`config.mk`:
```
export PLATFORM = sky130hd
export DESIGN_NAME = ipv4_packet_pattern_drop_filter_top
export DESIGN_NICKNAME = d
export VERILOG_FILES = /design/src/hdl/ppdf_pkg.sv /design/src/hdl/ipv4_packet_pattern_drop_filter_top.sv /design/src/hdl/ppdf_cfg.sv /design/src/hdl/ppdf_match.sv
export SDC_FILE = /design/constraint.sdc
export NUM_CORES = 1
export LEC_CHECK = 0
export ABC_AREA = 1
export ABC_CLOCK_PERIOD_IN_PS = 2730
export BUFFER_PORTS_ARGS = -buffer_cell sky130_fd_sc_hd__buf_4
export CAP_MARGIN = 20
export CORE_UTILIZATION = 55
export DETAILED_ROUTE_END_ITERATION = 10
export GPL_ROUTABILITY_DRIVEN = 0
export GPL_TIMING_DRIVEN = 0
export PLACE_DENSITY = 0.71
export REMOVE_ABC_BUFFERS = 1
export SYNTH_ARGS = -nofsm -noshare
export SYNTH_HDL_FRONTEND = slang
export SYNTH_HIERARCHICAL = 1
export SYNTH_SLANG_ARGS = --single-unit
```
`constraint.sdc`:
```
create_clock -name aclk -period 2.73 [get_ports aclk]
set_input_delay 0.1365 -clock aclk [delete_from_list [all_inputs] [get_ports aclk]]
set_output_delay 0.1365 -clock aclk [all_outputs]
set_load 0.02 [all_outputs]
```
`src/hdl/ppdf_pkg.sv`:
```
// shared types, constants and register map of the ipv4 packet pattern drop filter
package ppdf_pkg;

    // pattern window
    localparam int MAX_PATTERN_BYTES = 8;
    localparam int WINDOW_BITS       = 8 * MAX_PATTERN_BYTES;
    localparam int LEN_BITS          = 4;
    localparam int LEN_IDX_BITS      = $clog2(MAX_PATTERN_BYTES);

    // header layout
    localparam int HEADER_BYTES    = 20;
    localparam int PROTOCOL_OFFSET = 9;
    localparam int SOURCE_FIRST    = 12;
    localparam int SOURCE_LAST     = 15;
    localparam int COUNT_BITS      = $clog2(HEADER_BYTES + 1);

    // configuration port
    localparam int APB_DATA_BITS = 64;
    localparam int APB_ADDR_BITS = 5;
    localparam int REG_IDX_BITS  = 2;

    localparam logic [REG_IDX_BITS-1:0] REG_SOURCE_ADDRESS = 2'd0;
    localparam logic [REG_IDX_BITS-1:0] REG_PROTOCOL_CODE  = 2'd1;
    localparam logic [REG_IDX_BITS-1:0] REG_MATCH_PATTERN  = 2'd2;
    localparam logic [REG_IDX_BITS-1:0] REG_MATCH_LENGTH   = 2'd3;

    // register reset values
    localparam logic [31:0]          RST_SOURCE_ADDRESS = 32'h0A01_0001;
    localparam logic [7:0]           RST_PROTOCOL_CODE  = 8'd6;
    localparam logic [WINDOW_BITS-1:0] RST_MATCH_PATTERN =
        WINDOW_BITS'(64'h0000_0048_5045_5453);
    localparam logic [LEN_BITS-1:0]  RST_MATCH_LENGTH   = 4'd5;

    // configuration seen by the datapath
    typedef struct packed {
        logic [31:0]            source_address;
        logic [7:0]             protocol_code;
        logic [WINDOW_BITS-1:0] match_pattern;
        logic [LEN_BITS-1:0]    match_length;
    } cfg_t;

endpackage

```
`src/hdl/ipv4_packet_pattern_drop_filter_top.sv`:
```
// top level: input register, per-packet state, verdict register and config port
//
//  channel   dir  handshake                 payload
//  s_*       in   s_tvalid / s_tready       s_tdata = packet_byte, s_tlast = last_byte
//  m_*       out  m_tvalid / m_tready       m_tdata = drop, header_matched, pattern_found
//  apb       in   psel, penable, pready     paddr / pwdata / prdata, registers at 8*i
//
// one byte per cycle sustained unless a waiting verdict stalls the input; a byte is held
// in the input register and its window compare and header capture finish while it is held,
// so the verdict register is loaded as the last byte leaves the input register.
// synchronous active-low reset clears the control flags and packet state.
// a waiting verdict only stalls the input when the byte held in the input register is also a last byte.
module ipv4_packet_pattern_drop_filter_top (
    input  logic                               aclk,
    input  logic                               aresetn,
    // packet byte stream
    input  logic                               s_tvalid,
    output logic                               s_tready,
    input  logic [7:0]                         s_tdata,   // [7:0] packet_byte
    input  logic                               s_tlast,
    // verdict stream
    output logic                               m_tvalid,
    input  logic                               m_tready,
    output logic [7:0]                         m_tdata,   // [0] drop, [1] header_matched,
                                                          // [2] pattern_found, [7:3] zero
    // configuration
    input  logic                               psel,
    input  logic                               penable,
    input  logic                               pwrite,
    input  logic [ppdf_pkg::APB_ADDR_BITS-1:0] paddr,
    input  logic [ppdf_pkg::APB_DATA_BITS-1:0] pwdata,
    output logic [ppdf_pkg::APB_DATA_BITS-1:0] prdata,
    output logic                               pready
);
    import ppdf_pkg::*;

    cfg_t cfg;

    logic                   in_valid_reg, in_valid_next;
    logic [7:0]             in_byte_reg;
    logic                   in_last_reg;
    logic [WINDOW_BITS-1:0] window_reg, window_next;
    logic [COUNT_BITS-1:0]  count_reg, count_next;
    logic [31:0]            source_reg, source_next;
    logic [7:0]             protocol_reg, protocol_next;
    logic                   found_reg, found_next;
    logic                   out_valid_reg, out_valid_next;
    logic                   drop_reg, header_reg, pattern_reg;
    logic [WINDOW_BITS-1:0] window_shift;
    logic [COUNT_BITS-1:0]  count_inc;
    logic                   hit;
    logic                   header_ok;
    logic                   advance;

    ppdf_cfg u_cfg (
        .aclk    (aclk),
        .aresetn (aresetn),
        .psel    (psel),
        .penable (penable),
        .pwrite  (pwrite),
        .paddr   (paddr),
        .pwdata  (pwdata),
        .prdata  (prdata),
        .pready  (pready),
        .cfg     (cfg)
    );

    // the held byte moves on unless it is a last byte and the verdict slot is busy
    assign advance  = in_valid_reg && (!in_last_reg || !out_valid_reg || m_tready);
    assign s_tready = !in_valid_reg || advance;

    // input register
    always_comb begin
        in_valid_next = in_valid_reg;
        if (s_tvalid && s_tready)
            in_valid_next = 1'b1;
        else if (advance)
            in_valid_next = 1'b0;
    end

    always_ff @(posedge aclk) begin
        if (!aresetn) begin
            in_valid_reg <= 1'b0;
        end else begin
            in_valid_reg <= in_valid_next;
        end
    end

    always_ff @(posedge aclk) begin
        if (s_tvalid && s_tready) begin
            in_byte_reg <= s_tdata;
            in_last_reg <= s_tlast;
        end
    end

    // window shift and saturating byte position (saturates past the header)
    assign window_shift = {window_reg[WINDOW_BITS-9:0], in_byte_reg};
    assign count_inc    = (count_reg == COUNT_BITS'(HEADER_BYTES)) ? count_reg
                                                                  : count_reg + COUNT_BITS'(1);

    ppdf_match u_match (
        .window  (window_shift),
        .count   (count_inc),
        .pattern (cfg.match_pattern),
        .length  (cfg.match_length),
        .hit     (hit)
    );

    // header capture from the byte position before this byte
    always_comb begin
        protocol_next = protocol_reg;
        source_next   = source_reg;
        if (count_reg == COUNT_BITS'(PROTOCOL_OFFSET))
            protocol_next = in_byte_reg;
        if (count_reg >= COUNT_BITS'(SOURCE_FIRST) && count_reg <= COUNT_BITS'(SOURCE_LAST))
            source_next = {source_reg[23:0], in_byte_reg};
    end

    assign header_ok = (count_inc == COUNT_BITS'(HEADER_BYTES))
                       && (source_next == cfg.source_address)
                       && (protocol_next == cfg.protocol_code);

    // per-packet state, cleared after the last byte
    always_comb begin
        window_next = window_reg;
        count_next  = count_reg;
        found_next  = found_reg;
        if (advance) begin
            if (in_last_reg) begin
                window_next = '0;
                count_next  = '0;
                found_next  = 1'b0;
            end else begin
                window_next = window_shift;
                count_next  = count_inc;
                found_next  = found_reg || hit;
            end
        end
    end

    always_ff @(posedge aclk) begin
        if (!aresetn) begin
            window_reg   <= '0;
            count_reg    <= '0;
            source_reg   <= '0;
            protocol_reg <= '0;
            found_reg    <= 1'b0;
        end else begin
            window_reg <= window_next;
            count_reg  <= count_next;
            found_reg  <= found_next;
            if (advance) begin
                source_reg   <= in_last_reg ? 32'd0 : source_next;
                protocol_reg <= in_last_reg ? 8'd0 : protocol_next;
            end
        end
    end

    // verdict register
    always_comb begin
        out_valid_next = out_valid_reg;
        if (advance && in_last_reg)
            out_valid_next = 1'b1;
        else if (m_tready)
            out_valid_next = 1'b0;
    end

    always_ff @(posedge aclk) begin
        if (!aresetn) begin
            out_valid_reg <= 1'b0;
        end else begin
            out_valid_reg <= out_valid_next;
        end
    end

    always_ff @(posedge aclk) begin
        if (advance && in_last_reg) begin
            pattern_reg <= found_reg || hit;
            header_reg  <= header_ok;
            drop_reg    <= header_ok && (found_reg || hit);
        end
    end

    assign m_tvalid = out_valid_reg;
    assign m_tdata  = {5'd0, pattern_reg, header_reg, drop_reg};

endmodule

```
`src/hdl/ppdf_cfg.sv`:
```
// apb register file holding the filter configuration
module ppdf_cfg (
    input  logic                               aclk,
    input  logic                               aresetn,
    input  logic                               psel,
    input  logic                               penable,
    input  logic                               pwrite,
    input  logic [ppdf_pkg::APB_ADDR_BITS-1:0] paddr,
    input  logic [ppdf_pkg::APB_DATA_BITS-1:0] pwdata,
    output logic [ppdf_pkg::APB_DATA_BITS-1:0] prdata,
    output logic                               pready,
    output ppdf_pkg::cfg_t                     cfg
);
    import ppdf_pkg::*;

    cfg_t                    cfg_reg;
    cfg_t                    cfg_next;
    logic [REG_IDX_BITS-1:0] reg_idx;
    logic                    wr_en;

    assign pready  = 1'b1;
    assign reg_idx = paddr[APB_ADDR_BITS-1:APB_ADDR_BITS-REG_IDX_BITS];
    assign wr_en   = psel && penable && pwrite && pready;

    // register write decode
    always_comb begin
        cfg_next = cfg_reg;
        if (wr_en) begin
            unique case (reg_idx)
                REG_SOURCE_ADDRESS: cfg_next.source_address = pwdata[31:0];
                REG_PROTOCOL_CODE:  cfg_next.protocol_code  = pwdata[7:0];
                REG_MATCH_PATTERN:  cfg_next.match_pattern  = pwdata[WINDOW_BITS-1:0];
                REG_MATCH_LENGTH:   cfg_next.match_length   = pwdata[LEN_BITS-1:0];
                default:            cfg_next = cfg_reg;
            endcase
        end
    end

    always_ff @(posedge aclk) begin
        if (!aresetn) begin
            cfg_reg.source_address <= RST_SOURCE_ADDRESS;
            cfg_reg.protocol_code  <= RST_PROTOCOL_CODE;
            cfg_reg.match_pattern  <= RST_MATCH_PATTERN;
            cfg_reg.match_length   <= RST_MATCH_LENGTH;
        end else begin
            cfg_reg <= cfg_next;
        end
    end

    // read mux
    always_comb begin
        unique case (reg_idx)
            REG_SOURCE_ADDRESS: prdata = APB_DATA_BITS'(cfg_reg.source_address);
            REG_PROTOCOL_CODE:  prdata = APB_DATA_BITS'(cfg_reg.protocol_code);
            REG_MATCH_PATTERN:  prdata = APB_DATA_BITS'(cfg_reg.match_pattern);
            REG_MATCH_LENGTH:   prdata = APB_DATA_BITS'(cfg_reg.match_length);
            default:            prdata = '0;
        endcase
    end

    assign cfg = cfg_reg;

endmodule

```
`src/hdl/ppdf_match.sv`:
```
// parallel compare of the byte window against the configured pattern
module ppdf_match (
    input  logic [ppdf_pkg::WINDOW_BITS-1:0] window,
    input  logic [ppdf_pkg::COUNT_BITS-1:0]  count,
    input  logic [ppdf_pkg::WINDOW_BITS-1:0] pattern,
    input  logic [ppdf_pkg::LEN_BITS-1:0]    length,
    output logic                             hit
);
    import ppdf_pkg::*;

    logic [LEN_BITS-1:0]          len_eff;
    logic [LEN_IDX_BITS-1:0]      len_idx;
    logic [MAX_PATTERN_BYTES-1:0] len_hit;

    // zero acts as one, anything above the window acts as the full window
    always_comb begin
        if (length == '0)
            len_eff = LEN_BITS'(1);
        else if (length > LEN_BITS'(MAX_PATTERN_BYTES))
            len_eff = LEN_BITS'(MAX_PATTERN_BYTES);
        else
            len_eff = length;
    end

    // candidate match for every pattern length, pattern byte 0 is the oldest
    always_comb begin
        for (int k = 0; k < MAX_PATTERN_BYTES; k++) begin
            len_hit[k] = 1'b1;
            for (int i = 0; i <= k; i++) begin
                if (pattern[8*i +: 8] != window[8*(k-i) +: 8])
                    len_hit[k] = 1'b0;
            end
        end
    end

    assign len_idx = LEN_IDX_BITS'(len_eff - LEN_BITS'(1));
    assign hit     = (COUNT_BITS'(len_eff) <= count) && len_hit[len_idx];

endmodule

```
==> results.txt, run 1 <==
The run finished with clean final reports. Pin placement for this block handled 160 I/O pins. The tools report the synthesized area as 15400 sq um. Input and output buffers added on the ports amount to 150. The count of standard-cell rows is 60.

The tightest min-delay check is of the input port to register type. The total area inside the core boundary comes to 27200 sq um. The number of buffers inserted during clock tree synthesis is 25. Clock tree synthesis selected as its root buffer the cell sky130_fd_sc_hd__clkbuf_16. Global routing used 35.6% of the available tracks across all layers. The tools report the iteration count of the initial detailed-routing pass as 6.

The main flop type after synthesis was sky130_fd_sc_hd__dfxtp_1. The die is 169 microns tall. The final critical path takes up 97.9% of the cycle.

Cells with a size suffix above 1 make up 10.5% of the layout. Setup slack on the critical path of the routed design comes to 0.0584 ns. At the later pin of the worst-skew pair, clock insertion delay measures 0.55 ns.

Type of origin of the critical path: a register. The share of the Yosys chip area taken by registers is 30.0%. For this run, the share of the core covered by cells in the final layout is 66.2%. The first global-routing pass estimated 79700 microns of wire. For this block, the initial DRC count from the detailed router was 1687. The routed design could run at a clock period as short as 2.67 ns. Dividing total power by cell area gives a power density of 436 nW/um^2.

The top cell type by area accounts for 27.6% of the synthesized area. The achievable frequency came out at 0.374 GHz. The logs give 0 for the final hold violation count and 26.3% for the worst-case headroom to the max-slew limit. The total of warnings raised by yosys is 6, and the aggregate global routing overflow is 0. The die covers 28600 sq um. The post-layout instance area came out at 18000 sq um. Entering global routing, the biggest net connects 111 pins.

met2 is the most crowded layer. For this run, design rule violations remaining after detail routing come to 0. The placed instance count was 2858; the required time of the critical path was 3.14 ns. The average cell area after synthesis is 6.17 sq um. The run gives 224 as the number of clock sinks.

Compared with the post-synthesis result, the final layout area differs by 17.1%. 0 antenna diodes ended up in the layout. At the worst endpoint, the arrival time is 3.08 ns.

The detailed router placed 16408 vias in this run. Via count of the first global-routing pass: 14812. In this run the deepest clock path goes through 3 buffers.

The tools report the number of antenna violations at the first check in global routing as 0. The met1 usage was 43.6%; the final wirelength was 52400 microns. In the synthesized netlist, the number of instances is 2491. The type of element capturing the critical path is a register.

Counting distinct cell types in the post-synthesis netlist gives 36. Setup repair after global routing left no endpoint under its margin. Number of synthesized register bits: 224. Instance area at placement: 16200 sq um. The worst-case IR drop observed on VDD is 0.000418 V. The count of final setup violators is 0, and the fraction of synthesis flops using an asynchronous set or reset pin is 0%. The number of flops mapped to enable cells by yosys works out to 12. The critical path is of the register to register type. The initial utilization of the core area, before any placement, comes to 56.6%. Post-placement setup slack: -0.515 ns. The routing usage on met2 was 58.5%. After detailed routing, the number of vias per cell comes to 5.47.

The logs give 1 for the level count of the clock H-tree and 35500 microns for the half-perimeter wire length of the detailed placement result. Die outline width: 169 microns. The register with the most flip-flops in the layout has 108 of them.

By area the synthesized netlist is led by sky130_fd_sc_hd__dfxtp_1 (28%), sky130_fd_sc_hd__nand2_1 (20%), sky130_fd_sc_hd__nor2_1 (9.0%). Once layout is complete, the cells apart from fillers number 2998. In this run the remaining antenna-violating nets after routing total 0. The post-synthesis cell type with the largest combined area was sky130_fd_sc_hd__dfxtp_1.

At the pin with the least slew margin, the transition time is 1.11 ns. In the final design database the tool counted 2703 nets. Dividing the detail-routed wire length by the instance count gives 17.5 microns.

The analysis attributes to cell leakage a power of 8.01 nW. After clock tree synthesis, the clock-pin slew on the worst setup and hold paths is 0.06 ns. The max-cap violation count is 0.

TritonCTS built the clock tree. The largest fanout of any net on the critical path was 12; the final count of pins violating max slew was 0. Clock skew on the completed layout was measured at 0.00688 ns. In the global route stage, met3 resource usage came out at 5.88%.
area by class of cell:
| cell class | count | area, sq um |
|---|---|---|
| timing repair buffer | 254 | 2290 |
| sequential | 224 | 4610 |
| clock buffer | 34 | 689 |
| fill | 2559 | 9180 |
| multi-input combinational | 1829 | 8780 |
| inverter | 275 | 1040 |
| clock inverter | 10 | 114 |
| tap | 372 | 465 |
cell families after synthesis:
kind of cell,count (synthesis),share of synthesized area [%]
xor+xnor,188,10.7
fa+ha+maj,9,0.733
compound gates,168,6.28
simple gates,1456,38.7
other cells,2,0.0489
buf+inv,444,13.6
flops,224,30.0
where the power goes:
group / internal (W) / total (W) / leakage (nW) / switching (W)
Combinational: 0.000433 / 0.000995 / 5.78 / 0.000562
Sequential: 0.00335 / 0.00350 / 1.83 / 0.000146
Clock: 0.00196 / 0.00335 / 0.400 / 0.00139
Total: 0.00574 / 0.00784 / 8.01 / 0.00210
path summary, 6_finish.rpt:
path                                 startpoint         endpoint  slack (ns)  cells past startpoint
worst max-delay path             in_byte_reg[3]         drop_reg        0.06                     12
worst min-delay path                   paddr[3]     u_cfg/cfg[2]        0.08                      5
worst max register to register   in_byte_reg[3]         drop_reg        0.06                     12
worst min register to register  protocol_reg[5]  protocol_reg[5]        0.47                      2
per-stage QoR:
stage	hold slack, ns	total power [W]	TNS, ns
finish	0.0759	0.00784	0
global route	0.0991	0.00809	0
CTS	0.0473	0.00783	0
detailed placement	0.316	0.00442	-1.22
global placement	0.316	0.00437	-433.84
floorplan	0.221	0.00400	-103.17
layout by cell type, fill, tap and decap left out, drive strengths merged:
master / n
a21oi: 99
xnor2: 96
nand4: 36
a22o: 24
dlygate4sd3: 76
or2: 1
clkbuf: 34
edfxtp: 12
buf: 178
clkinv: 9
o31ai: 1
nand3: 211
xor2: 92
bufinv: 2
nor2: 376
nand3b: 16
nor3: 5
o211ai: 1
dfxtp: 212
inv: 274
o22ai: 17
conb: 6
nand2: 813
o21ai: 26
ha: 9
worst max-delay path, cell delays in order (launching register included):
cell and delay, ns:
sky130_fd_sc_hd__edfxtp_1 0.97, sky130_fd_sc_hd__xor2_1 0.17, sky130_fd_sc_hd__nor2_1 0.30, sky130_fd_sc_hd__nand2_1 0.10, sky130_fd_sc_hd__nor2_1 0.12, sky130_fd_sc_hd__nand2_1 0.06, sky130_fd_sc_hd__nor2_1 0.15, sky130_fd_sc_hd__nand2_1 0.12
sky130_fd_sc_hd__nand3_1 0.10, sky130_fd_sc_hd__nand2_1 0.07, sky130_fd_sc_hd__a21oi_2 0.18, sky130_fd_sc_hd__nor2_4 0.08, sky130_fd_sc_hd__nor2_1 0.10
cell usage after synthesis, types with 6 or more instances:
library cell / number
sky130_fd_sc_hd__o22ai_1: 17
sky130_fd_sc_hd__o21ai_0: 21
sky130_fd_sc_hd__ha_1: 9
sky130_fd_sc_hd__inv_1: 239
sky130_fd_sc_hd__buf_2: 34
sky130_fd_sc_hd__nand4_1: 36
sky130_fd_sc_hd__nor2_1: 368
sky130_fd_sc_hd__nand2_2: 7
sky130_fd_sc_hd__nor2_2: 6
sky130_fd_sc_hd__inv_2: 32
sky130_fd_sc_hd__nand3_1: 211
sky130_fd_sc_hd__xnor2_1: 96
sky130_fd_sc_hd__xor2_1: 92
sky130_fd_sc_hd__nand2_1: 803
sky130_fd_sc_hd__buf_4: 50
sky130_fd_sc_hd__buf_6: 25
sky130_fd_sc_hd__dfxtp_1: 212
sky130_fd_sc_hd__buf_1: 16
sky130_fd_sc_hd__edfxtp_1: 12
sky130_fd_sc_hd__nand3b_1: 16
sky130_fd_sc_hd__a21oi_1: 98
sky130_fd_sc_hd__clkbuf_1: 41
sky130_fd_sc_hd__a22o_1: 24
metal layers:
metal	share of wire (%)	vias to the layer above
met5	0	-
met4	6.5	0
met3	9.2	212
met2	46	859
met1	39	7470
li1	-	7867
repair_timing:
| action | in CTS | in global routing |
|---|---|---|
| gates resized for setup | 5 | 10 |
| endpoints found under the setup margin | 8 | 4 |
| pin swaps | 0 | 1 |
| buffers inserted | 0 | 17 |
| endpoints found under the hold margin | 119 | 0 |
| hold buffers | 76 | 0 |
| gates cloned | 0 | 2 |
Note: power is estimated with default switching activity, not from simulation.
==> run 2, diff against run 1 <==
Settings changed: CORE_MARGIN from default to 10, CTS_BUF_LIST from default to sky130_fd_sc_hd__clkbuf_8.
==> results.txt, run 2 (synthesized netlist as in run 1, its figures left out) <==
The tools report the worst-case headroom to the max-slew limit as 28.4% (was 26.3%). Final core utilization: 65.5% (was 66.2%). The register-to-register path setup slack was 0.09 ns (was 0.06 ns); the leakage power figure was 8.13 nW (was 8.01 nW).

The number of cells on the worst hold path is 2 (was 5), and the required time of the critical path is 3.15 ns (was 3.14 ns). The type of the setup path with the least slack was register to register (unchanged). The reg-to-reg critical path startpoint is u_cfg/cfg[7] (was in_byte_reg[3]).

The time the worst path needs with I/O delays and setup came out at 2.64 ns (was 2.67 ns). For the via count of the first global-routing pass, the log shows 15262 (was 14812). The run gives 0 (unchanged) as the aggregate global routing overflow. Most common library cell in the layout ignoring fill and taps: sky130_fd_sc_hd__nand2_1 (unchanged).

TritonCTS built the clock tree. Achievable frequency: 0.379 GHz (was 0.374 GHz). The worst flop-to-flop path endpoint is drop_reg (unchanged). For the net count reported at finish, the log shows 2723 (was 2703). The run gives 20400 microns (was 20200 microns) as the wire length on met1. The power density of the placed cells was 433 nW/um^2 (was 436 nW/um^2); the flip-flop count of the largest register after layout was 108 (unchanged).

The hold path endpoint is u_cfg/cfg[26] (was u_cfg/cfg[2]). For the overall power, the log shows 0.00786 W (was 0.00784 W). For the clock tree buffer depth, the log shows 3 (unchanged).

The number of antenna violations at the first check in global routing was 0 (unchanged); the depth of the worst register-to-register path was 14 (was 12). The clock transition time at the flip-flop clock pins of the worst setup and hold paths is 0.06 ns (about the same), and the half-perimeter wire length of the detailed placement result is 37100 microns (was 35500 microns). The count of input and output buffers came out at 150 (unchanged). The count of standard-cell rows is 61 (was 60), and the pin slew with the least headroom to its limit is 1.07 ns (was 1.11 ns).

The final worst clock skew was 0.0142 ns (was 0.00688 ns); the pin count of the biggest net entering global routing was 111 (unchanged). The run gives 0 (unchanged) as the max-cap violation count. The run gives 0 (unchanged) as the final hold violation count.

The run finished with clean final reports. The vertical die dimension is 187 microns (was 169 microns). The ratio of cells with drive above 1 in the final layout came out at 11.5% (was 10.5%). The tools report the startpoint of the lowest-slack hold path as aresetn (was paddr[3]). The type of origin of the critical path was a register (unchanged).

The standard cell core area was 27700 sq um (was 27200 sq um). The highest routing layer actually used was met4 (unchanged). For the insertion delay to the later sink of the worst-skew pair, the log shows 0.57 ns (was 0.55 ns). The tools report the final count of pins violating max slew as 0 (unchanged). Final wirelength: 54200 microns (was 52400 microns). Top library cells by usage in the layout, fill and taps aside: sky130_fd_sc_hd__nand2_1 (803), sky130_fd_sc_hd__nor2_1 (366), sky130_fd_sc_hd__inv_1 (248), sky130_fd_sc_hd__nand3_1 (211), sky130_fd_sc_hd__dfxtp_1 (210) (was sky130_fd_sc_hd__nand2_1 (803), sky130_fd_sc_hd__nor2_1 (366), sky130_fd_sc_hd__inv_1 (236), sky130_fd_sc_hd__nand3_1 (211), sky130_fd_sc_hd__dfxtp_1 (210)). Clock tree root buffer cell: sky130_fd_sc_hd__clkbuf_8 (was sky130_fd_sc_hd__clkbuf_16).

Via-per-instance ratio: 5.42 (was 5.47). Largest fanout of any net on the critical path: 9 (was 12). The class of the tightest hold or removal check was input port to register (unchanged). The run gives 35000 sq um (was 28600 sq um) as the area of the die. The final critical-path share of the clock period was 96.5% (was 97.9%); the worst supply voltage drop on vdd was 0.000268 V (was 0.000418 V). The tools report the count of final setup violators as 0 (unchanged).

The violation count after the first detailed-route iteration came out at 2040 (was 1687). The wire length of the first global-routing pass was 83100 microns (was 79700 microns). Remaining antenna violation count: 0 (unchanged). The detail-routed net length per standard cell came out at 17.9 microns (was 17.5 microns). The effective utilization at floorplan is 55.5% (was 56.6%), and the number of clock sinks is 224 (unchanged).

The iteration count of the initial detailed-routing pass came out at 6 (unchanged). The number of buffers inserted during clock tree synthesis is 40 (was 25). The tools report the type of element capturing the critical path as a register (unchanged). The I/O pin count came out at 160 (unchanged). The final routed DRC violation total came out at 0 (unchanged).

The die outline width is 187 microns (was 169 microns), and the level count of the clock H-tree is 2 (was 1). The logs give 25500 microns (was 24000 microns) for the wire length on met2 and 16473 (was 16408) for the via count of the routed design. The met3 wirelength from detailed routing is 5340 microns (was 4820 microns), and the global-route total usage across every layer is 29.1% (was 35.6%).

The worst endpoint data arrival time is 3.05 ns (was 3.08 ns). The number of diodes added for antenna fixing came out at 0 (unchanged). The signed area change from the synthesized netlist to the final layout came out at 18.0% (was 17.1%).
run 2: worst max-delay path by stage:
stage	to	depth (start not counted)	startpoint	slack, ns
finish	drop_reg	14	u_cfg/cfg[7]	0.09
global route	drop_reg	15	count_reg[1]	-0.006
CTS	drop_reg	16	count_reg[1]	0.03
detailed placement	drop_reg	15	count_reg[0]	-0.53
global placement	source_reg[15]	5	in_last_reg	-5.10
floorplan	source_reg[12]	5	in_last_reg	-1.99
run 2: cell type report:
| cell class | instances | area, sq um |
|---|---|---|
| clock buffers | 51 | 702 |
| clock inverters | 21 | 153 |
| fillers | 2559 | 9570 |
| inverters | 275 | 1040 |
| multi-input cells | 1830 | 8790 |
| flip-flops and latches | 224 | 4610 |
| well taps | 378 | 473 |
| repair buffers | 258 | 2360 |
run 2: repair_timing:
item | 4_1_cts | 5_1_grt
hold buffers | 76 | 0
pin swaps | 1 | 1
setup buffers | 0 | 19
setup endpoints to repair | 12 | 4
gates cloned | 0 | 3
resized for setup | 5 | 9
hold endpoints to repair | 119 | 0
run 2: critical path: stages, from the launching register on:
cell                      delay, ns
sky130_fd_sc_hd__dfxtp_1       0.73
sky130_fd_sc_hd__inv_2         0.13
sky130_fd_sc_hd__nand2_1       0.09
sky130_fd_sc_hd__o21ai_0       0.22
sky130_fd_sc_hd__nor2_1        0.16
sky130_fd_sc_hd__nand2_1       0.09
sky130_fd_sc_hd__nor2_1        0.22
sky130_fd_sc_hd__nand2_1       0.10
sky130_fd_sc_hd__nor2_2        0.09
sky130_fd_sc_hd__nand3_1       0.08
sky130_fd_sc_hd__nand3_1       0.08
sky130_fd_sc_hd__nand2_1       0.10
sky130_fd_sc_hd__a21oi_2       0.21
sky130_fd_sc_hd__nor2_4        0.08
sky130_fd_sc_hd__nor2_1        0.10
run 2: report_power, final:
part	total [W]	leakage, nW	switching [W]	internal [W]
clock	0.00336	0.491	0.00148	0.00188
combinational	0.00101	5.81	0.000574	0.000437
sequential	0.00349	1.83	0.000139	0.00335
total	0.00786	8.13	0.00219	0.00567
run 2: per-stage QoR:
stage               hold slack (ns)  worst slack (ns)  TNS [ns]  std cells  instance area [sq um]
CTS                          0.0294            0.0265         0       3014                  17900
global placement              0.316             -5.10   -428.37       2854                  15900
detailed placement            0.316            -0.532     -1.43       2866                  16200
finish                       0.0119            0.0944         0       3037                  18100
global route                 0.0236          -0.00627  -0.00627       3037                  18100
floorplan                     0.221             -1.99   -103.17       2326                  14300
run 2: layer usage:
layer	GRT usage, %	vias up
li1	-	7918
met1	34.2	7424
met2	50.0	934
met3	4.70	197
met4	14.9	0
met5	0	-
==> run 3, diff against run 2 <==
Settings changed: RECOVER_POWER from default to 100.
==> results.txt, run 3 (synthesized netlist as in run 1, its figures left out) <==
Type of the setup path with the least slack: register to register (unchanged). The wire length of the first global-routing pass is 83100 microns (unchanged). Type of origin of the critical path: a register (unchanged).

The achievable frequency came out at 0.382 GHz (was 0.379 GHz). The tools report the sequential cell area as 4610 sq um (unchanged). The logs give 34.2% (unchanged) for the met1 usage and 4.70% (unchanged) for the fraction of met3 tracks used by global routing. The tools report the final count of pins violating max slew as 49 (was 0).

The library cell contributing the largest single delay on the critical path was sky130_fd_sc_hd__dfxtp_1 (unchanged). The via-per-instance ratio was 5.43 (was 5.42); the signed area change from the synthesized netlist to the final layout was 16.1% (was 18.0%). Type of element capturing the critical path: a register (unchanged). The run gives 3037 (unchanged) as the final cell count without fillers. For the insertion delay to the later sink of the worst-skew pair, the log shows 0.57 ns (about the same). The logs give 0 (unchanged) for the remaining antenna violation count and 8780 sq um (was 8790 sq um) for the area occupied by multi-input gates.

The violation count after the first detailed-route iteration is 1971 (was 2040), and the leakage power figure is 7.83 nW (was 8.13 nW). The detail-routed net length per standard cell was 17.9 microns (about the same); the effective utilization at floorplan was 55.5% (unchanged). Pin slew with the least headroom to its limit: 1.82 ns (was 1.07 ns).

The net count reported at finish was 2723 (unchanged); the flip-flop count of the largest register after layout was 108 (unchanged). The largest stage delay on the critical path was 0.73 ns (about the same). Final wirelength: 54300 microns (was 54200 microns). For the routing usage on met2, the log shows 50.0% (unchanged). The time the worst path needs with I/O delays and setup is 2.61 ns (was 2.64 ns). The logs give 0 (unchanged) for the final hold violation count and 64.4% (was 65.5%) for the final core utilization. The required time of the critical path is 3.14 ns (was 3.15 ns), and the clock tree buffer depth is 3 (unchanged). The clock tree root buffer cell is sky130_fd_sc_hd__clkbuf_8 (unchanged). The iteration count of the initial detailed-routing pass was 6 (unchanged). The most common library cell in the layout ignoring fill and taps was sky130_fd_sc_hd__nand2_1 (unchanged). The flow ran to the end, but the final reports show violations.

Aggregate global routing overflow: 0 (unchanged). The total negative setup slack was 0 ns (unchanged). For the standard cell core area, the log shows 27700 sq um (unchanged). The vertical die dimension works out to 187 microns (unchanged).

The filler cell count is 2640 (was 2559), and the worst supply voltage drop on vdd is 0.000267 V (was 0.000268 V). TritonCTS built the clock tree. The die outline width was 187 microns (unchanged). The overall power was 0.00782 W (was 0.00786 W). For the level count of the clock H-tree, the log shows 2 (unchanged).

The class of the tightest hold or removal check was input port to register (unchanged). Count of standard-cell rows: 61 (unchanged). For the area of the die, the log shows 35000 sq um (unchanged). The tools report the number of buffers inserted during clock tree synthesis as 40 (unchanged).

The global-route total usage across every layer is 29.1% (unchanged). The power density of the placed cells works out to 439 nW/um^2 (was 433 nW/um^2). The ratio of cells with drive above 1 in the final layout was 8.69% (was 11.5%). The largest fanout of any net on the critical path was 9 (unchanged).

The global routing's busiest layer is met2 (unchanged). The post-layout instance area is 17800 sq um (was 18100 sq um). The worst-case headroom to the max-slew limit was -21.9% (was 28.4%). The run gives 2866 (unchanged) as the placed instance count.

The I/O pin count is 160 (unchanged). Critical path, cell by cell: inv_2, nand2_1, o21ai_0, nor2_1, nand2_1, nor2_1, nand2_1, nor2_2, nand3_1, nand3_1, nand2_1, a21oi_2, nor2_4, nor2_1 (unchanged). Most common cell type on the critical path: sky130_fd_sc_hd__nand2_1 (unchanged). The final routed DRC violation total was 0 (unchanged). The number of antenna violations at the first check in global routing came out at 0 (unchanged). The count of final setup violators was 0 (unchanged); the critical path buffer and inverter count was 1 (unchanged). The worst endpoint data arrival time was 3.03 ns (was 3.05 ns).

The checks that failed: max-capacitance violations, max-slew violations. The run gives 16493 (was 16473) as the via count of the routed design. The half-perimeter wire length of the detailed placement result is 37100 microns (unchanged), and the max-cap violation count is 2 (was 0).

Count of input and output buffers: 150 (unchanged). Instance area at placement: 16200 sq um (unchanged). The number of diodes added for antenna fixing is 0 (unchanged).

Top library cells by usage in the layout, fill and taps aside: sky130_fd_sc_hd__nand2_1 (803), sky130_fd_sc_hd__nor2_1 (367), sky130_fd_sc_hd__inv_1 (249), sky130_fd_sc_hd__nand3_1 (211), sky130_fd_sc_hd__dfxtp_1 (210) (was sky130_fd_sc_hd__nand2_1 (803), sky130_fd_sc_hd__nor2_1 (366), sky130_fd_sc_hd__inv_1 (248), sky130_fd_sc_hd__nand3_1 (211), sky130_fd_sc_hd__dfxtp_1 (210)). The run gives 0.0170 ns (was 0.0142 ns) as the final worst clock skew. The family with the most delay on the worst path is simple AND/OR/NAND/NOR gates (unchanged). For the number of clock sinks, the log shows 224 (unchanged).

The clock transition time at the flip-flop clock pins of the worst setup and hold paths is 0.06 ns (about the same), and the via count of the first global-routing pass is 15262 (unchanged). The final critical-path share of the clock period is 95.8% (was 96.5%). For the pin count of the biggest net entering global routing, the log shows 111 (unchanged).
-- run 3: final cells by class --
type	instances	area share (%)
flip-flops and latches	224	25.8
clock inverters	21	0.856
clock buffers	51	3.93
repair buffers	258	11.7
well taps	378	2.65
inverters	275	5.84
multi-input cells	1830	49.2
-- run 3: tightest hold or removal path: cells and delay by family --
kind	cells	cell delay [ns]
buffers and inverters	1	0.14
and+or+nand+nor	4	0.33
-- run 3: repair_timing --
item / in CTS / in global routing
endpoints found under the setup margin: 12 / 4
gates resized for setup: 5 / 9
cloned: 0 / 3
endpoints found under the hold margin: 119 / 0
hold buffers: 76 / 0
setup buffers: 0 / 19
pin swaps: 1 / 1
-- run 3: worst paths after layout --
path,from,to,slack (ns),depth (start not counted)
max reg2reg,u_cfg/cfg[7],drop_reg,0.12,14
min,paddr[4],u_cfg/cfg[2],0.09,5
min reg2reg,protocol_reg[7],protocol_reg[7],0.46,2
max,u_cfg/cfg[7],drop_reg,0.12,14
-- run 3: power breakdown --
group	leakage, nW	internal, W	switching (W)	total (W)
combinational	5.51	0.000411	0.000572	0.000983
clock	0.491	0.00188	0.00147	0.00335
sequential	1.83	0.00335	0.000139	0.00349
total	7.83	0.00564	0.00218	0.00782
-- run 3: metrics by stage --
| stage | setup WS [ns] | hold WS, ns |
|---|---|---|
| 2_1_floorplan | -1.99 | 0.221 |
| 3_3_place_gp | -5.10 | 0.316 |
| 3_5_place_dp | -0.532 | 0.316 |
| 4_1_cts | 0.0265 | 0.0294 |
| 5_1_grt | -0.00627 | 0.138 |
| 6_report | 0.115 | 0.0902 |
-- run 3: metal layers --
| metal | wire, microns | vias to the layer above |
|---|---|---|
| li1 | - | 7919 |
| met4 | 2930 | 0 |
| met1 | 20500 | 7452 |
| met2 | 25600 | 928 |
| met5 | 0 | - |
| met3 | 5200 | 194 |
